$ cat config.mk
export PLATFORM = sky130hd
export DESIGN_NAME = double_ended_queue
export DESIGN_NICKNAME = d
export VERILOG_FILES = /design/src/design/dq_pkg.sv /design/src/design/dq_ram.sv /design/src/design/double_ended_queue.sv
export VERILOG_INCLUDE_DIRS = /design/src /design/src/design
export SDC_FILE = /design/constraint.sdc
export NUM_CORES = 1
export LEC_CHECK = 0
export BUFFER_PORTS_ARGS = -buffer_cell sky130_fd_sc_hd__buf_2
export CORE_MARGIN = 3
export CORE_UTILIZATION = 30
export DETAILED_ROUTE_END_ITERATION = 16
export SYNTH_ARGS = -nofsm -noshare
export SYNTH_HDL_FRONTEND = slang
export SYNTH_HIERARCHICAL = 1
export SYNTH_SLANG_ARGS = --single-unit
$ cat constraint.sdc
create_clock -name i_clk -period 5.82 [get_ports i_clk]
set_input_delay 0 -clock i_clk [delete_from_list [all_inputs] [get_ports i_clk]]
set_output_delay 0 -clock i_clk [all_outputs]
set_load 0.01 [all_outputs]
$ cat src/design/double_ended_queue_defines.svh
// Assertion macros used by the double-ended queue RTL.
`ifndef DOUBLE_ENDED_QUEUE_DEFINES_SVH
`define DOUBLE_ENDED_QUEUE_DEFINES_SVH

// Checked on every rising edge while reset is released.
`define DQ_ASSERT(lbl, prop, msg) \
    lbl: assert property (@(posedge i_clk) disable iff (!i_rst_n) prop) else $error(msg);

// Checked on every rising edge, reset included.
`define DQ_ASSERT_ALWAYS(lbl, prop, msg) \
    lbl: assert property (@(posedge i_clk) prop) else $error(msg);

`endif

$ cat src/design/dq_pkg.sv
package dq_pkg;

    // Field widths of the stream items
    localparam int CMD_W  = 2;
    localparam int VAL_W  = 32;
    localparam int CNT_W  = 5;
    localparam int STAT_W = 2;

    // Input tdata: value, output tdata: front, back, count, padded to bytes
    localparam int IN_DATA_W  = 32;
    localparam int OUT_DATA_W = 72;
    localparam int OUT_PAD_W  = OUT_DATA_W - 2 * VAL_W - CNT_W;

    // Front and back report this when the queue holds nothing
    localparam logic [VAL_W-1:0] EMPTY_VALUE = '1;

    typedef enum logic [CMD_W-1:0] {
        CMD_PUSH_BACK  = 2'd0,
        CMD_PUSH_FRONT = 2'd1,
        CMD_POP_FRONT  = 2'd2,
        CMD_POP_BACK   = 2'd3
    } t_cmd;

    typedef enum logic [STAT_W-1:0] {
        STAT_DONE  = 2'd0,
        STAT_EMPTY = 2'd1,
        STAT_FULL  = 2'd2
    } t_status;

    typedef enum logic {
        S_IDLE   = 1'b0,
        S_RESULT = 1'b1
    } t_state;

endpackage

$ cat src/design/dq_ram.sv
module dq_ram
    import dq_pkg::*;
#(
    parameter int DEPTH = 16,
    parameter int AW    = 4
) (
    input  logic             i_clk,
    input  logic             i_wr_en,
    input  logic [AW-1:0]    i_wr_addr,
    input  logic [VAL_W-1:0] i_wr_data,
    input  logic             i_rd_en,
    input  logic [AW-1:0]    i_rd_addr_a,
    input  logic [AW-1:0]    i_rd_addr_b,
    output logic [VAL_W-1:0] o_rd_data_a,
    output logic [VAL_W-1:0] o_rd_data_b
);

    logic [VAL_W-1:0] r_mem [DEPTH];
    logic [VAL_W-1:0] r_rd_a;
    logic [VAL_W-1:0] r_rd_b;

    // One write port, two registered read ports (read returns old data)
    always_ff @(posedge i_clk) begin
        if (i_wr_en) begin
            r_mem[i_wr_addr] <= i_wr_data;
        end
        if (i_rd_en) begin
            r_rd_a <= r_mem[i_rd_addr_a];
            r_rd_b <= r_mem[i_rd_addr_b];
        end
    end

    assign o_rd_data_a = r_rd_a;
    assign o_rd_data_b = r_rd_b;

endmodule

$ cat src/design/double_ended_queue.sv
// Bounded double-ended queue of signed 32-bit values held in a ring memory.
// Slave stream: tuser carries the command (push back, push front, pop front,
// pop back), tdata the value to push (ignored for pops).
// Master stream: one item per command; tdata holds the front value, the back
// value and the count after the command, tuser the status (done, pop on an
// empty queue ignored, push on a full queue dropped). Front and back read as
// all ones when the queue is empty.
// Each command writes the ring and then reads its front and back entries
// through the memory's registered read ports; a new command is taken only
// once the result of the last one has been loaded into the output register.
// The next command is accepted while the previous result still waits in the
// output register; if the receiver stalls, the finished read is held and the
// input stays blocked until the output register frees.
// Reset (synchronous, active low) empties the queue and drops any pending
// result; the ring contents are not cleared, as only filled entries are read.
`include "double_ended_queue_defines.svh"

module double_ended_queue
    import dq_pkg::*;
#(
    parameter int DEPTH = 16
) (
    input  logic                  i_clk,
    input  logic                  i_rst_n,
    input  logic                  s_axis_tvalid,
    output logic                  s_axis_tready,
    input  logic [IN_DATA_W-1:0]  s_axis_tdata,  // [31:0] value
    input  logic [CMD_W-1:0]      s_axis_tuser,  // [1:0] command
    output logic                  m_axis_tvalid,
    input  logic                  m_axis_tready,
    output logic [OUT_DATA_W-1:0] m_axis_tdata,  // [31:0] front, [63:32] back,
                                                 // [68:64] count, [71:69] zero
    output logic [STAT_W-1:0]     m_axis_tuser   // [1:0] status
);

    localparam int AW  = (DEPTH > 1) ? $clog2(DEPTH) : 1;
    localparam int QCW = $clog2(DEPTH + 1);
    localparam logic [AW-1:0]  LAST_POS   = AW'(DEPTH - 1);
    localparam logic [QCW-1:0] FULL_COUNT = QCW'(DEPTH);

    t_state r_state, n_state;

    logic [AW-1:0]  r_front, n_front;
    logic [AW-1:0]  r_back, n_back;
    logic [QCW-1:0] r_count, n_count;

    logic [AW-1:0] front_inc, front_dec, back_inc, back_dec, back_dec2;
    logic [AW-1:0] wr_addr, rd_back_addr;
    logic          wr_en;
    t_cmd          cmd;
    t_status       acc_status;
    logic          s_accept;
    logic          load_out;

    logic [VAL_W-1:0] ram_front, ram_back;

    // Held between the command cycle and the result cycle
    t_status          r_status;
    logic             r_fwd_front, r_fwd_back, r_empty_res;
    logic [VAL_W-1:0] r_push_val;

    // Output register
    logic             r_out_valid;
    logic [VAL_W-1:0] r_out_front, r_out_back;
    logic [CNT_W-1:0] r_out_count;
    t_status          r_out_status;

    // Terms for the checks
    logic             full_push, empty_pop, idle_empty;

    assign cmd      = t_cmd'(s_axis_tuser);
    assign s_accept = s_axis_tvalid & s_axis_tready;

    // Ring neighbours of both positions
    always_comb begin
        front_inc = (r_front == LAST_POS) ? '0 : r_front + 1'b1;
        front_dec = (r_front == '0) ? LAST_POS : r_front - 1'b1;
        back_inc  = (r_back == LAST_POS) ? '0 : r_back + 1'b1;
        back_dec  = (r_back == '0) ? LAST_POS : r_back - 1'b1;
        back_dec2 = (back_dec == '0) ? LAST_POS : back_dec - 1'b1;
    end

    // Command decode: new positions, count, ring write and read addresses
    always_comb begin
        n_front      = r_front;
        n_back       = r_back;
        n_count      = r_count;
        acc_status   = STAT_DONE;
        wr_en        = 1'b0;
        wr_addr      = r_back;
        rd_back_addr = back_dec;
        unique case (cmd)
            CMD_PUSH_BACK: begin
                if (r_count == FULL_COUNT) begin
                    acc_status = STAT_FULL;
                end else begin
                    wr_en        = 1'b1;
                    wr_addr      = r_back;
                    n_back       = back_inc;
                    n_count      = r_count + 1'b1;
                    rd_back_addr = r_back;
                end
            end
            CMD_PUSH_FRONT: begin
                if (r_count == FULL_COUNT) begin
                    acc_status = STAT_FULL;
                end else begin
                    wr_en   = 1'b1;
                    wr_addr = front_dec;
                    n_front = front_dec;
                    n_count = r_count + 1'b1;
                end
            end
            CMD_POP_FRONT: begin
                if (r_count == '0) begin
                    acc_status = STAT_EMPTY;
                end else begin
                    n_front = front_inc;
                    n_count = r_count - 1'b1;
                end
            end
            CMD_POP_BACK: begin
                if (r_count == '0) begin
                    acc_status = STAT_EMPTY;
                end else begin
                    n_back       = back_dec;
                    rd_back_addr = back_dec2;
                    n_count      = r_count - 1'b1;
                end
            end
            default: begin
                acc_status = STAT_DONE;
            end
        endcase
    end

    dq_ram #(
        .DEPTH (DEPTH),
        .AW    (AW)
    ) u_ram (
        .i_clk       (i_clk),
        .i_wr_en     (s_accept & wr_en),
        .i_wr_addr   (wr_addr),
        .i_wr_data   (s_axis_tdata),
        .i_rd_en     (s_accept),
        .i_rd_addr_a (n_front),
        .i_rd_addr_b (rd_back_addr),
        .o_rd_data_a (ram_front),
        .o_rd_data_b (ram_back)
    );

    // Next state
    always_comb begin
        n_state = r_state;
        unique case (r_state)
            S_IDLE: begin
                if (s_axis_tvalid) begin
                    n_state = S_RESULT;
                end
            end
            S_RESULT: begin
                if (!r_out_valid || m_axis_tready) begin
                    n_state = S_IDLE;
                end
            end
            default: n_state = S_IDLE;
        endcase
    end

    // State outputs
    always_comb begin
        s_axis_tready = 1'b0;
        load_out      = 1'b0;
        unique case (r_state)
            S_IDLE:   s_axis_tready = 1'b1;
            S_RESULT: load_out      = !r_out_valid || m_axis_tready;
            default:  s_axis_tready = 1'b0;
        endcase
    end

    // Control state
    always_ff @(posedge i_clk) begin
        if (!i_rst_n) begin
            r_state     <= S_IDLE;
            r_front     <= '0;
            r_back      <= '0;
            r_count     <= '0;
            r_out_valid <= 1'b0;
        end else begin
            r_state <= n_state;
            if (s_accept) begin
                r_front <= n_front;
                r_back  <= n_back;
                r_count <= n_count;
            end
            if (load_out) begin
                r_out_valid <= 1'b1;
            end else if (m_axis_tready) begin
                r_out_valid <= 1'b0;
            end
        end
    end

    // Per-command payload; the pushed value bypasses the ring when the same
    // entry is read back in the write cycle
    always_ff @(posedge i_clk) begin
        if (s_accept) begin
            r_status    <= acc_status;
            r_fwd_front <= wr_en && (n_front == wr_addr);
            r_fwd_back  <= wr_en && (rd_back_addr == wr_addr);
            r_empty_res <= (n_count == '0);
            r_push_val  <= s_axis_tdata;
        end
        if (load_out) begin
            r_out_front  <= r_empty_res ? EMPTY_VALUE
                          : (r_fwd_front ? r_push_val : ram_front);
            r_out_back   <= r_empty_res ? EMPTY_VALUE
                          : (r_fwd_back ? r_push_val : ram_back);
            r_out_count  <= CNT_W'(r_count);
            r_out_status <= r_status;
        end
    end

    assign m_axis_tvalid = r_out_valid;
    assign m_axis_tdata  = {{OUT_PAD_W{1'b0}}, r_out_count, r_out_back, r_out_front};
    assign m_axis_tuser  = r_out_status;

    // Checks
    assign full_push  = s_accept && (acc_status == STAT_FULL);
    assign empty_pop  = s_accept && (acc_status == STAT_EMPTY);
    assign idle_empty = (r_count == '0) && !r_out_valid && (r_state == S_IDLE);

    `DQ_ASSERT(a_count_bound, (r_count <= FULL_COUNT), "queue count above depth")
    `DQ_ASSERT(a_accept_to_result, (s_accept |=> (r_state == S_RESULT)), "no result cycle")
    `DQ_ASSERT(a_full_push_holds, (full_push |=> (r_count == FULL_COUNT)), "full push moved count")
    `DQ_ASSERT(a_empty_pop_holds, (empty_pop |=> (r_count == '0)), "empty pop moved count")
    `DQ_ASSERT_ALWAYS(a_reset_clears, (!i_rst_n |=> idle_empty), "reset did not empty the queue")

endmodule
==> results of run 1 <==
## routing by layer
metal / track usage / part of all wire / vias up
li1: - / - / 7228
met1: 0.199 / 0.42 / 9164
met2: 0.236 / 0.48 / 699
met3: 0.0333 / 0.074 / 148
met4: 0.0482 / 0.031 / 0
met5: 0 / 0 / -
## cells by family after synthesis
| family | count (synthesis) |
|---|---|
| DFF | 699 |
| AOI/OAI and AO/OA | 265 |
| muxes | 265 |
| and+or+nand+nor | 245 |
| buffers and inverters | 148 |
| xor gates and xnor gates | 13 |
| adders and majority gates | 12 |
| other | 1 |
## metrics by stage
stage	cell area, µm²	util
2_1_floorplan	30900	-
3_3_place_gp	33200	0.325
3_5_place_dp	33200	0.325
4_1_cts	36100	0.353
5_1_grt	36100	0.354
6_report	36100	0.354
## registers in the layout (all words and copies together), names as in the netlist
register and flops:
r_state 1, r_out_front 32, u_ram/r_mem 512, r_status 2, r_out_count 5, u_ram/o_rd_data_b 32
r_push_val 32, m_axis_tuser 2, u_ram/o_rd_data_a 32, r_fwd_front 1, r_fwd_back 1, r_front 4
r_count 5, r_out_back 32, r_empty_res 1, r_back 4, m_axis_tvalid 1
## layout make-up
| type | instances | area [µm²] | area share |
|---|---|---|---|
| well taps | 1368 | 1710 | 0.0474 |
| clock buffers | 97 | 2070 | 0.0572 |
| clock inverters | 46 | 437 | 0.0121 |
| diodes | 2 | 5.00 | 0.000139 |
| flip-flops and latches | 699 | 20800 | 0.577 |
| repair buffers | 188 | 1330 | 0.0367 |
| multi-input cells | 803 | 9620 | 0.267 |
| inverters | 20 | 80.1 | 0.00222 |
## cells in the final DEF (no fill, tap or decap), types with 5 or more instances in the layout
cell / count
clkbuf_16: 80
nand3_1: 8
o21ai_0: 13
buf_2: 110
bufinv_16: 6
clkinv_2: 13
ha_1: 12
a22oi_1: 128
a211oi_1: 10
nor2b_1: 65
mux4_2: 256
nand2b_1: 5
xnor2_1: 9
nor2_1: 28
inv_1: 18
a21oi_1: 20
a211o_1: 64
mux2i_1: 6
clkinv_1: 14
nor3_1: 5
nand2_1: 77
nor2_4: 14
dfxtp_1: 15
buf_12: 8
buf_4: 34
edfxtp_1: 684
clkbuf_1: 17
dlygate4sd3_1: 36
## power breakdown
part | total (mW) | leakage, nW | switching, mW | internal (mW)
Clock | 4.83 | 1.22 | 2.02 | 2.81
Combinational | 2.26 | 3.96 | 1.26 | 0.998
Sequential | 5.91 | 6.36 | 0.100 | 5.81
## how the worst min path moves through the flow
stage	cells past startpoint	slack (ps)	end	start
2_1_floorplan	0	100	r_push_val[0]$_DFFE_PP_	s_axis_tdata[0]
3_3_place_gp	3	280	r_state$_SDFF_PN0_	s_axis_tvalid
3_5_place_dp	3	280	r_state$_SDFF_PN0_	s_axis_tvalid
4_1_cts	3	170	r_count[0]$_SDFFE_PN0P_	i_rst_n
5_1_grt	3	220	r_count[0]$_SDFFE_PN0P_	i_rst_n
6_report	3	200	r_count[0]$_SDFFE_PN0P_	i_rst_n
## worst max-delay path: cells and delay by family, from the launching register on
family	cells	cell delay, ps
simple gates	3	1300
buf+inv	2	770
compound gates	3	720
flops	1	480
mux	1	370
fa+ha+maj	1	330
==> qor.yml, run 1 <==
status:
  status: "finished, final reports clean"
synthesis:
  synth_adder_area_share: 0.00485
  synth_top_area_frac: 0.664
  netlist_top_cells_area: "edfxtp_1 (66%), mux4_2 (19%), a22oi_1 (3.1%)"
  synth-edff-count: 684
  synth_cells: 1648
  synth.most_common_cell: "edfxtp_1"
  ys_seq_area_frac: 0.674
  avgSynthCellArea_um2: 18.8
  yosys-mux-area-fraction: 0.189
  yosys.area_share.simple: 0.0408
  ys_types: 64
  synth-xor-area-share: 0.00368
  synth_area_um2: 30900
  ys.flop_type: "edfxtp_1"
  synth.largest_area_cell: "edfxtp_1"
  synth.yosys.warnings: 6
  async_reset_ff_frac: 0
  synth-compound-area-share: 0.0658
  synth_top_family_by_area: "multiplexers"
  ys_ff_latch: 699
  synthTopCellsByCount: "edfxtp_1 (684), mux4_2 (256), a22oi_1 (128)"
drt:
  drt_iter0_markers: 1605
  vias: 17239
  vias_per_cell: 5.35
  totalWireLength_um: 79600
  drc_errors: 0
  postRouteAntennaNets: 0
  wl_per_cell_um: 24.7
  first_pass_iters: 5
timing:
  fmax_mhz: 233
  setup_viol: 0
  finalCritPeriodShare: 0.738
  grt_setup_unrepaired: "no"
  worstMarginPinSlew_ps: 1260
  whs_ps: 200
  slew_headroom: 0.158
  finClkSkew_ps: 18.5
  fin_ws_ps: 1520
  finalHoldViolations: 0
  min_period_ps: 4300
  final_max_slew_viol_count: 0
  fin_setup_tns_ps: 0
setup_path:
  crit_end: "u_ram/o_rd_data_b[15]$_DFFE_PP_"
  critical_path.max_fanout: 55
  crit_arrival_ps: 4630
  cp-end-kind: "flop"
  timing.rr.start: "r_back[0]$_SDFFE_PN0P_"
  crit_path_top_delay_cell: "or3_4"
  critical_path_class: "flop to flop"
  max_stage_delay_ps: 860
  ff2ff_path_depth: 10
  worstPathRequired_ps: 6160
  worstSetupStartpointType: "flop"
  critical_path.cell_chain: "inv_1 -> ha_1 -> nor3b_1 -> o21ai_0 -> a21oi_1 -> or3_4 -> buf_4 -> mux4_2 -> a22oi_1 -> nand2_1"
  cp-startpoint: "r_back[0]$_SDFFE_PN0P_"
  rrSetupSlack_ps: 1520
  r2r_end: "u_ram/o_rd_data_b[15]$_DFFE_PP_"
clock_tree:
  ctsResizeCount: 0
  cts_buffers: 79
  clock_tree.buffer_depth: 3
  root_buffer: "clkbuf_16"
  cts_htree_levels: 3
  post-cts-setup-buffer-count: 0
  cts_hold_buf: 36
  cts.clk_slew.worst_paths_ps: 60
  clk_latency_ps: 620
  numClockSinks: 699
  cts_tree: "yes"
placed_design:
  dp.cells: 3041
  hpwl_um: 46100
  place.gp.congestion: 0.774
  dp_slack_ps: 1640
  portBuffers: 110
floorplan:
  fp-row-count: 117
  dieArea_um2: 107000
  fp.dieW_um: 327
  num_io_pins: 114
  start_util: 0.303
  core_area_um2: 102000
  die_h_um: 327
finish:
  final_cells: 3223
  fill_cells: 9483
  final_nets: 1841
  area_delta_synth_final_pct: 16.6
  drive_above_1_share: 0.305
min_path:
  hp-class: "input pin to flop"
pwr:
  leakagePower_nw: 11.5
  p_per_area_nw_per_um2: 360
  max-vdd-ir-drop_v: 0.000214
  total_power_mw: 13.0
global_routing:
  gr-usage-all-layers: 0.147
  grt_first_pass_wirelength_um: 118000
  grt_pass1_vias: 17941
  grt_max_degree: 69
  grt_overflow: 0
  antenna_found_initial: 3
job:
  maxCapViolations: 0
No activity file was read; power rests on OpenSTA's default activity.
==> run 2, diff against run 1 <==
ABC_AREA = 1   (was unset)
clock period = 4.2 ns   (was 5.82 ns; I/O delays follow)
==> run 2 against run 1 <==
Critical endpoint is now u_ram/o_rd_data_b[4]$_DFFE_PP_. Count of clock-buffer cells in the layout decreased by 14. Cell area rose by 10%. Largest cell class unchanged. Global-route usage up 2.8 points. First-iteration DRC count is 75% higher. Flip-flop and latch count stayed put. Synthesized cell count rose by 140%. Fmax increased by 29%. Sequential share of layout area is 5.4 points lower. Hold slack got worse by 9.7 ps. Clock power increased by 30%. Sequential power grew 38%.
==> qor.yml, run 2 <==
status:
  status: "finished, final reports clean"  # unchanged
setup_path:
  crit_path_top_delay_cell: "buf_12"  # was or3_4
  max_stage_delay_ps: 630  # was 860 ps
  ff2ff_path_depth: 13  # was 10
  crit_end: "u_ram/o_rd_data_b[4]$_DFFE_PP_"  # was u_ram/o_rd_data_b[15]$_DFFE_PP_
  critical_path_class: "flop to flop"  # unchanged
  timing.rr.start: "r_back[0]$_SDFFE_PN0P_"  # unchanged
  critical_path.max_fanout: 184  # was 55
  cp-end-kind: "flop"  # unchanged
  rrSetupSlack_ps: 880  # was 1520 ps
  worstSetupStartpointType: "flop"  # unchanged
  worstPathRequired_ps: 4570  # was 6160 ps
  r2r_end: "u_ram/o_rd_data_b[4]$_DFFE_PP_"  # was u_ram/o_rd_data_b[15]$_DFFE_PP_
  critical_path.cell_chain: "inv_1 -> ha_1 -> nand3_1 -> nand2_1 -> o21ai_1 -> nand2_1 -> nand2_4 -> buf_12 -> nand2_1 -> nand3_1 -> nand3_1 -> nand3_1 -> nand2_1"  # was inv_1 -> ha_1 -> nor3b_1 -> o21ai_0 -> a21oi_1 -> or3_4 -> buf_4 -> mux4_2 -> a22oi_1 -> nand2_1
  crit_arrival_ps: 3690  # was 4630 ps
  cp-startpoint: "r_back[0]$_SDFFE_PN0P_"  # unchanged
timing:
  final_max_slew_viol_count: 0  # unchanged
  finalCritPeriodShare: 0.790  # was 0.738
  grt_setup_unrepaired: "no"  # unchanged
  finalHoldViolations: 0  # unchanged
  worstMarginPinSlew_ps: 1060  # was 1260 ps
  fmax_mhz: 301  # was 233 MHz
  slew_headroom: 0.295  # was 0.158
  min_period_ps: 3320  # was 4300 ps
  setup_viol: 0  # unchanged
  finClkSkew_ps: 30.5  # was 18.5 ps
  fin_ws_ps: 881  # was 1520 ps
  fin_setup_tns_ps: 0  # unchanged
drt:
  first_pass_iters: 6  # was 5
  postRouteAntennaNets: 0  # unchanged
  drc_errors: 0  # unchanged
  wl_met3_um: 10200  # was 5900 µm
  totalWireLength_um: 109000  # was 79600 µm
  vias: 28001  # was 17239
  wl_per_cell_um: 19.6  # was 24.7 µm
  wl_met2_um: 50400  # was 38000 µm
  top_layer_used: "met5"  # was met4
  drt_iter0_markers: 2810  # was 1605
  vias_per_cell: 5.04  # was 5.35
  wl_met1_um: 43400  # was 33200 µm
floorplan:
  num_io_pins: 114  # unchanged
  fp.dieW_um: 349  # was 327 µm
  start_util: 0.303  # about the same
  dieArea_um2: 122000  # was 107000 µm²
  die_h_um: 349  # was 327 µm
  core_area_um2: 116000  # was 102000 µm²
  fp-row-count: 125  # was 117
synthesis:
  ys.flop_type: "edfxtp_1"  # unchanged
  synth.most_common_cell: "nand2_1"  # was edfxtp_1
  synthTopCellsByCount: "nand2_1 (1290), nand3_1 (1000), edfxtp_1 (684)"  # was edfxtp_1 (684), mux4_2 (256), a22oi_1 (128)
  ys_seq_area_frac: 0.591  # was 0.674
  ys_ff_latch: 699  # unchanged
  synth.largest_area_cell: "edfxtp_1"  # unchanged
  synth_top_area_frac: 0.583  # was 0.664
  async_reset_ff_frac: 0  # unchanged
  netlist_top_cells_area: "edfxtp_1 (58%), nand3_1 (14%), nand2_1 (14%)"  # was edfxtp_1 (66%), mux4_2 (19%), a22oi_1 (3.1%)
  synth_area_um2: 35200  # was 30900 µm²
  ys_types: 40  # was 64
  synth_cells: 3935  # was 1648
  avgSynthCellArea_um2: 8.96  # was 18.8 µm²
  synth.yosys.warnings: 6  # unchanged
  synth-edff-count: 684  # unchanged
placed_design:
  dp_slack_ps: 948  # was 1640 ps
  place.gp.congestion: 0.822  # was 0.774
  hpwl_um: 56200  # was 46100 µm
  portBuffers: 110  # unchanged
  place_area_um2: 37200  # was 33200 µm²
min_path:
  hp-start: "s_axis_tuser[1]"  # was i_rst_n
  hp-class: "input pin to flop"  # unchanged
clock_tree:
  clock_tree.buffer_depth: 3  # unchanged
  clk_latency_ps: 630  # was 620 ps
  cts.clk_slew.worst_paths_ps: 60  # about the same
  root_buffer: "clkbuf_16"  # unchanged
  cts_buffers: 69  # was 79
  cts_htree_levels: 3  # unchanged
  ctsResizeCount: 0  # unchanged
  cts_tree: "yes"  # unchanged
  numClockSinks: 699  # unchanged
finish:
  area_delta_synth_final_pct: 13.0  # was 16.6%
  top_register: "u_ram/r_mem"  # unchanged
  largest_reg_flops: 512  # unchanged
  layout_commonest_cell: "nand2_1"  # was edfxtp_1
  final_nets: 4025  # was 1841
  layout_common_cells: "nand2_1 (1286), nand3_1 (1000), edfxtp_1 (684), inv_1 (554), buf_2 (110)"  # was edfxtp_1 (684), mux4_2 (256), a22oi_1 (128), buf_2 (110), clkbuf_16 (80)
  finish.instance_area_um2: 39800  # was 36100 µm²
  drive_above_1_share: 0.0792  # was 0.305
  post-route-util: 0.342  # was 0.354
global_routing:
  gr-usage-all-layers: 0.175  # was 0.147
  antenna_found_initial: 12  # was 3
  grt_overflow: 0  # unchanged
  grt_max_degree: 185  # was 69
  grt_first_pass_wirelength_um: 163000  # was 118000 µm
  grt_pass1_vias: 26832  # was 17941
job:
  maxCapViolations: 0  # unchanged
pwr:
  p_per_area_nw_per_um2: 460  # was 360 nW/µm²
  max-vdd-ir-drop_v: 0.000322  # was 0.000214 V
  leakagePower_nw: 16.8  # was 11.5 nW
==> run 2: cell types whose count changed after synthesis, moves of 7 or more <==
cell	delta
buf_2	+95
a211oi_1	-7
nor2b_1	-69
nand3_1	+992
a22oi_1	-127
nand4_1	+7
xnor2_1	-8
clkbuf_1	-30
inv_1	+540
mux4_2	-256
nand2_1	+1213
buf_6	+51
a211o_1	-64
==> run 2: area by class of cell <==
class	count	area, µm²
Inverter	569	2160
Clock buffer	83	1840
Sequential cell	699	20800
Fill cell	11773	76500
Clock inverter	40	403
Multi-Input combinational cell	2428	10900
Antenna cell	2	5.00
Timing Repair Buffer	208	1740
Tap cell	1524	1910
==> run 2: layer usage <==
| layer | vias up | GRT usage |
|---|---|---|
| li1 | 12954 | - |
| met1 | 13241 | 0.220 |
| met2 | 1465 | 0.293 |
| met3 | 331 | 0.0328 |
| met4 | 10 | 0.0815 |
| met5 | - | 0 |
==> run 2: stage by stage <==
stage / instances / hold WS (ps) / total power [mW]
5_1_grt: 5552 / 236 / 19.0
6_report: 5553 / 190 / 18.3
3_5_place_dp: 5392 / 305 / 12.1
4_1_cts: 5551 / 148 / 18.4
2_1_floorplan: 3937 / 98.9 / 10.9
3_3_place_gp: 5392 / 295 / 12.0
==> run 2: worst min path at each step <==
stage                                             to  cells after the start  slack (ps)
after detailed placement  m_axis_tvalid$_SDFFE_PN0P_                      4         300
final                         r_back[2]$_SDFFE_PN0P_                      6         190
after CTS                     r_back[2]$_SDFFE_PN0P_                      6         150
after global placement    m_axis_tvalid$_SDFFE_PN0P_                      4         300
after global routing          r_back[2]$_SDFFE_PN0P_                      6         240
after floorplan              r_push_val[0]$_DFFE_PP_                      0         100
==> run 2: cell families after synthesis <==
family	count (synthesis)	synth area share
buffers and inverters	810	0.104
AO/OA/AOI/OAI	43	0.00767
XOR/XNOR	6	0.00149
other	1	0.000106
flip-flops	699	0.591
AND/OR/NAND/NOR	2364	0.291
adder cells (fa/ha/maj)	12	0.00426
==> run 2: what timing repair did <==
| action | CTS | global route |
|---|---|---|
| hold buffers | 36 | 0 |
| buffers inserted | 0 | 0 |
| endpoints found under the hold margin | 571 | 0 |
==> run 2: worst max-delay path: cells and delay by family, from the launching register on <==
family / cells / cell delay [ps]
adders and majority gates: 1 / 290
DFF: 1 / 480
buffers and inverters: 2 / 850
AOI/OAI and AO/OA: 1 / 150
and+or+nand+nor: 9 / 1080
==> run 2: where the power goes <==
part	switching [mW]	internal (mW)
Clock	2.68	3.62
Sequential	0.104	8.04
Combinational	2.77	1.09
Total	5.55	12.7
==> run 3, diff against run 2 <==
clock period = 2.87 ns   (was 4.2 ns; I/O delays follow)
==> run 3 against run 2 <==
Via count is 0.83% higher. Sequential share of layout area fell by 1.4 points. Cell area increased by 2.8%. Setup slack got worse by 760 ps. Hold slack got worse by 41 ps. Clock skew grew 9.3 ps. Combinational power rose by 57%. Die area unchanged. First-iteration DRC count is 3.1% higher. Non-clock buffer count up 63. Critical path type unchanged. Largest cell class unchanged.
==> qor.yml, run 3 (same netlist as run 2, synthesis figures left out) <==
status:
  status: "finished, final reports clean"  # unchanged
setup_path:
  crit_family: "simple AND/OR/NAND/NOR gates"  # unchanged
  critical_path.max_fanout: 34  # was 184
  cp.depth: 15  # was 13
  max_stage_delay_ps: 350  # was 630 ps
  cp-startpoint: "r_front[0]$_SDFFE_PN0P_"  # was r_back[0]$_SDFFE_PN0P_
  timing.rr.start: "r_front[0]$_SDFFE_PN0P_"  # was r_back[0]$_SDFFE_PN0P_
  critical_path.cell_chain: "inv_1 -> ha_1 -> nand3_1 -> nand2_1 -> nand3_1 -> nand2_1 -> nand2_1 -> nand2_8 -> buf_12 -> buf_4 -> nand2_1 -> nand3_1 -> nand3_1 -> nand3_1 -> nand2_1"  # was inv_1 -> ha_1 -> nand3_1 -> nand2_1 -> o21ai_1 -> nand2_1 -> nand2_4 -> buf_12 -> nand2_1 -> nand3_1 -> nand3_1 -> nand3_1 -> nand2_1
  worstSetupStartpointType: "flop"  # unchanged
  critical_path_class: "flop to flop"  # unchanged
  crit_buf_inv: 3  # was 2
  worstPathRequired_ps: 3270  # was 4570 ps
  crit_path_top_delay_cell: "buf_4"  # was buf_12
  cp-end-kind: "flop"  # unchanged
  crit_arrival_ps: 3150  # was 3690 ps
  ff2ff_path_depth: 15  # was 13
timing:
  final_max_slew_viol_count: 0  # unchanged
  worstMarginPinSlew_ps: 934  # was 1060 ps
  min_period_ps: 2750  # was 3320 ps
  fmax_mhz: 364  # was 301 MHz
  slew_headroom: 0.376  # was 0.295
  finalCritPeriodShare: 0.957  # was 0.790
  finClkSkew_ps: 39.8  # was 30.5 ps
  whs_ps: 150  # was 190 ps
  finalHoldViolations: 0  # unchanged
  grt_setup_unrepaired: "yes"  # was no
  setup_viol: 0  # unchanged
pwr:
  leakagePower_nw: 17.3  # was 16.8 nW
  p_per_area_nw_per_um2: 672  # was 460 nW/µm²
  max-vdd-ir-drop_v: 0.000340  # was 0.000322 V
finish:
  post-route-util: 0.352  # was 0.342
  top_register: "u_ram/r_mem"  # unchanged
  layout_commonest_cell: "nand2_1"  # unchanged
  largest_reg_flops: 512  # unchanged
  layout_common_cells: "nand2_1 (1286), nand3_1 (1000), edfxtp_1 (684), inv_1 (554), buf_2 (110)"  # unchanged
  finish.instance_area_um2: 41000  # was 39800 µm²
  drive_above_1_share: 0.0961  # was 0.0792
  final_nets: 4092  # was 4025
  fill_cells: 11651  # was 11773
  area_delta_synth_final_pct: 16.2  # was 13.0%
floorplan:
  num_io_pins: 114  # unchanged
  core_area_um2: 116000  # unchanged
  fp.dieW_um: 349  # unchanged
  start_util: 0.303  # unchanged
  dieArea_um2: 122000  # unchanged
  die_h_um: 349  # unchanged
  fp-row-count: 125  # unchanged
drt:
  postRouteAntennaNets: 0  # unchanged
  totalWireLength_um: 111000  # was 109000 µm
  vias: 28233  # was 28001
  drt_iter0_markers: 2896  # was 2810
  vias_per_cell: 5.02  # was 5.04
  drc_errors: 0  # unchanged
  wl_per_cell_um: 19.8  # was 19.6 µm
  first_pass_iters: 6  # unchanged
global_routing:
  antenna_found_initial: 11  # was 12
  grt_pass1_vias: 26476  # was 26832
  grt_max_degree: 111  # was 185
  grt_first_pass_wirelength_um: 166000  # was 163000 µm
  gr-usage-all-layers: 0.179  # was 0.175
  grt_overflow: 0  # unchanged
placed_design:
  place_area_um2: 38200  # was 37200 µm²
  hpwl_um: 63300  # was 56200 µm
  place.gp.congestion: 0.841  # was 0.822
  portBuffers: 110  # unchanged
clock_tree:
  clock_tree.buffer_depth: 3  # unchanged
  cts_htree_levels: 3  # unchanged
  cts.clk_slew.worst_paths_ps: 70  # was 60 ps
  post-cts-setup-buffer-count: 0  # unchanged
  root_buffer: "clkbuf_16"  # unchanged
  cts_tree: "yes"  # unchanged
  numClockSinks: 699  # unchanged
  clk_latency_ps: 650  # was 630 ps
  cts_buffers: 73  # was 69
min_path:
  hp-class: "input pin to flop"  # unchanged
  hold_depth: 6  # unchanged
  hp-start: "s_axis_tuser[1]"  # unchanged
job:
  maxCapViolations: 0  # unchanged
run 3: cell types whose count changed in the layout (fill, tap and decap cells not counted), moves of 2 or more:
cell	previous run	this run
inv_2	5	9
clkbuf_16	72	75
clkbuf_1	11	13
clkinvlp_4	1	3
inv_6	4	2
buf_4	33	55
clkinv_8	1	3
buf_12	29	69
clkinv_1	23	18
run 3: power by group:
part           switching, mW  internal (mW)  leakage (nW)  total [mW]
Combinational           4.15           1.90          9.81        6.05
Clock                   4.04           5.52          1.16        9.56
Sequential             0.156           11.8          6.35        11.9
Total                   8.34           19.2          17.3        27.5
run 3: what timing repair did:
item                                    in CTS  in global routing
endpoints found under the setup margin       0                173
hold endpoints to repair                   568                  0
gates resized for setup                      0                  4
hold buffers                                36                  0
run 3: area by class of cell:
cell class | count | area, µm² | share of cell area
Clock inverter | 43 | 464 | 0.0113
Tap cell | 1524 | 1910 | 0.0466
Multi-Input combinational cell | 2428 | 10900 | 0.267
Antenna cell | 2 | 5.00 | 0.000122
Inverter | 569 | 2160 | 0.0528
Clock buffer | 88 | 1930 | 0.0470
Sequential cell | 699 | 20800 | 0.509
Timing Repair Buffer | 271 | 2720 | 0.0663
run 3: path summary, 6_finish.rpt:
check / end / slack [ps]
max: u_ram/o_rd_data_a[19]$_DFFE_PP_ / 120
min: r_back[1]$_SDFFE_PN0P_ / 150
max reg2reg: u_ram/o_rd_data_a[19]$_DFFE_PP_ / 120
min reg2reg: m_axis_tuser[1]$_DFFE_PP_ / 420
run 3: layer usage:
| metal | track usage | wire, µm | up-vias |
|---|---|---|---|
| met5 | 0 | 72 | - |
| met1 | 0.236 | 45200 | 13347 |
| li1 | - | - | 13118 |
| met2 | 0.290 | 51600 | 1482 |
| met3 | 0.0301 | 9950 | 276 |
| met4 | 0.0773 | 4380 | 10 |
run 3: worst register-to-register path, cell delays in order, from the launching register on:
cell	delay, ps
dfxtp_1	340
inv_1	170
ha_1	200
nand3_1	110
nand2_1	80
nand3_1	130
nand2_1	110
nand2_1	140
nand2_8	130
buf_12	250
buf_4	390
nand2_1	110
nand3_1	100
nand3_1	70
nand3_1	120
nand2_1	80
run 3: stage by stage:
stage | std cells | setup TNS (ps) | setup slack [ps] | power (mW)
final | 5624 | 0 | 123 | 27.5
after detailed placement | 5455 | 0 | 86.5 | 18.1
after floorplan | 3937 | -261220 | -745 | 15.9
after CTS | 5622 | 0 | 117 | 27.7
after global routing | 5622 | -76.1 | -20.8 | 28.7
after global placement | 5455 | 0 | 108 | 18.0
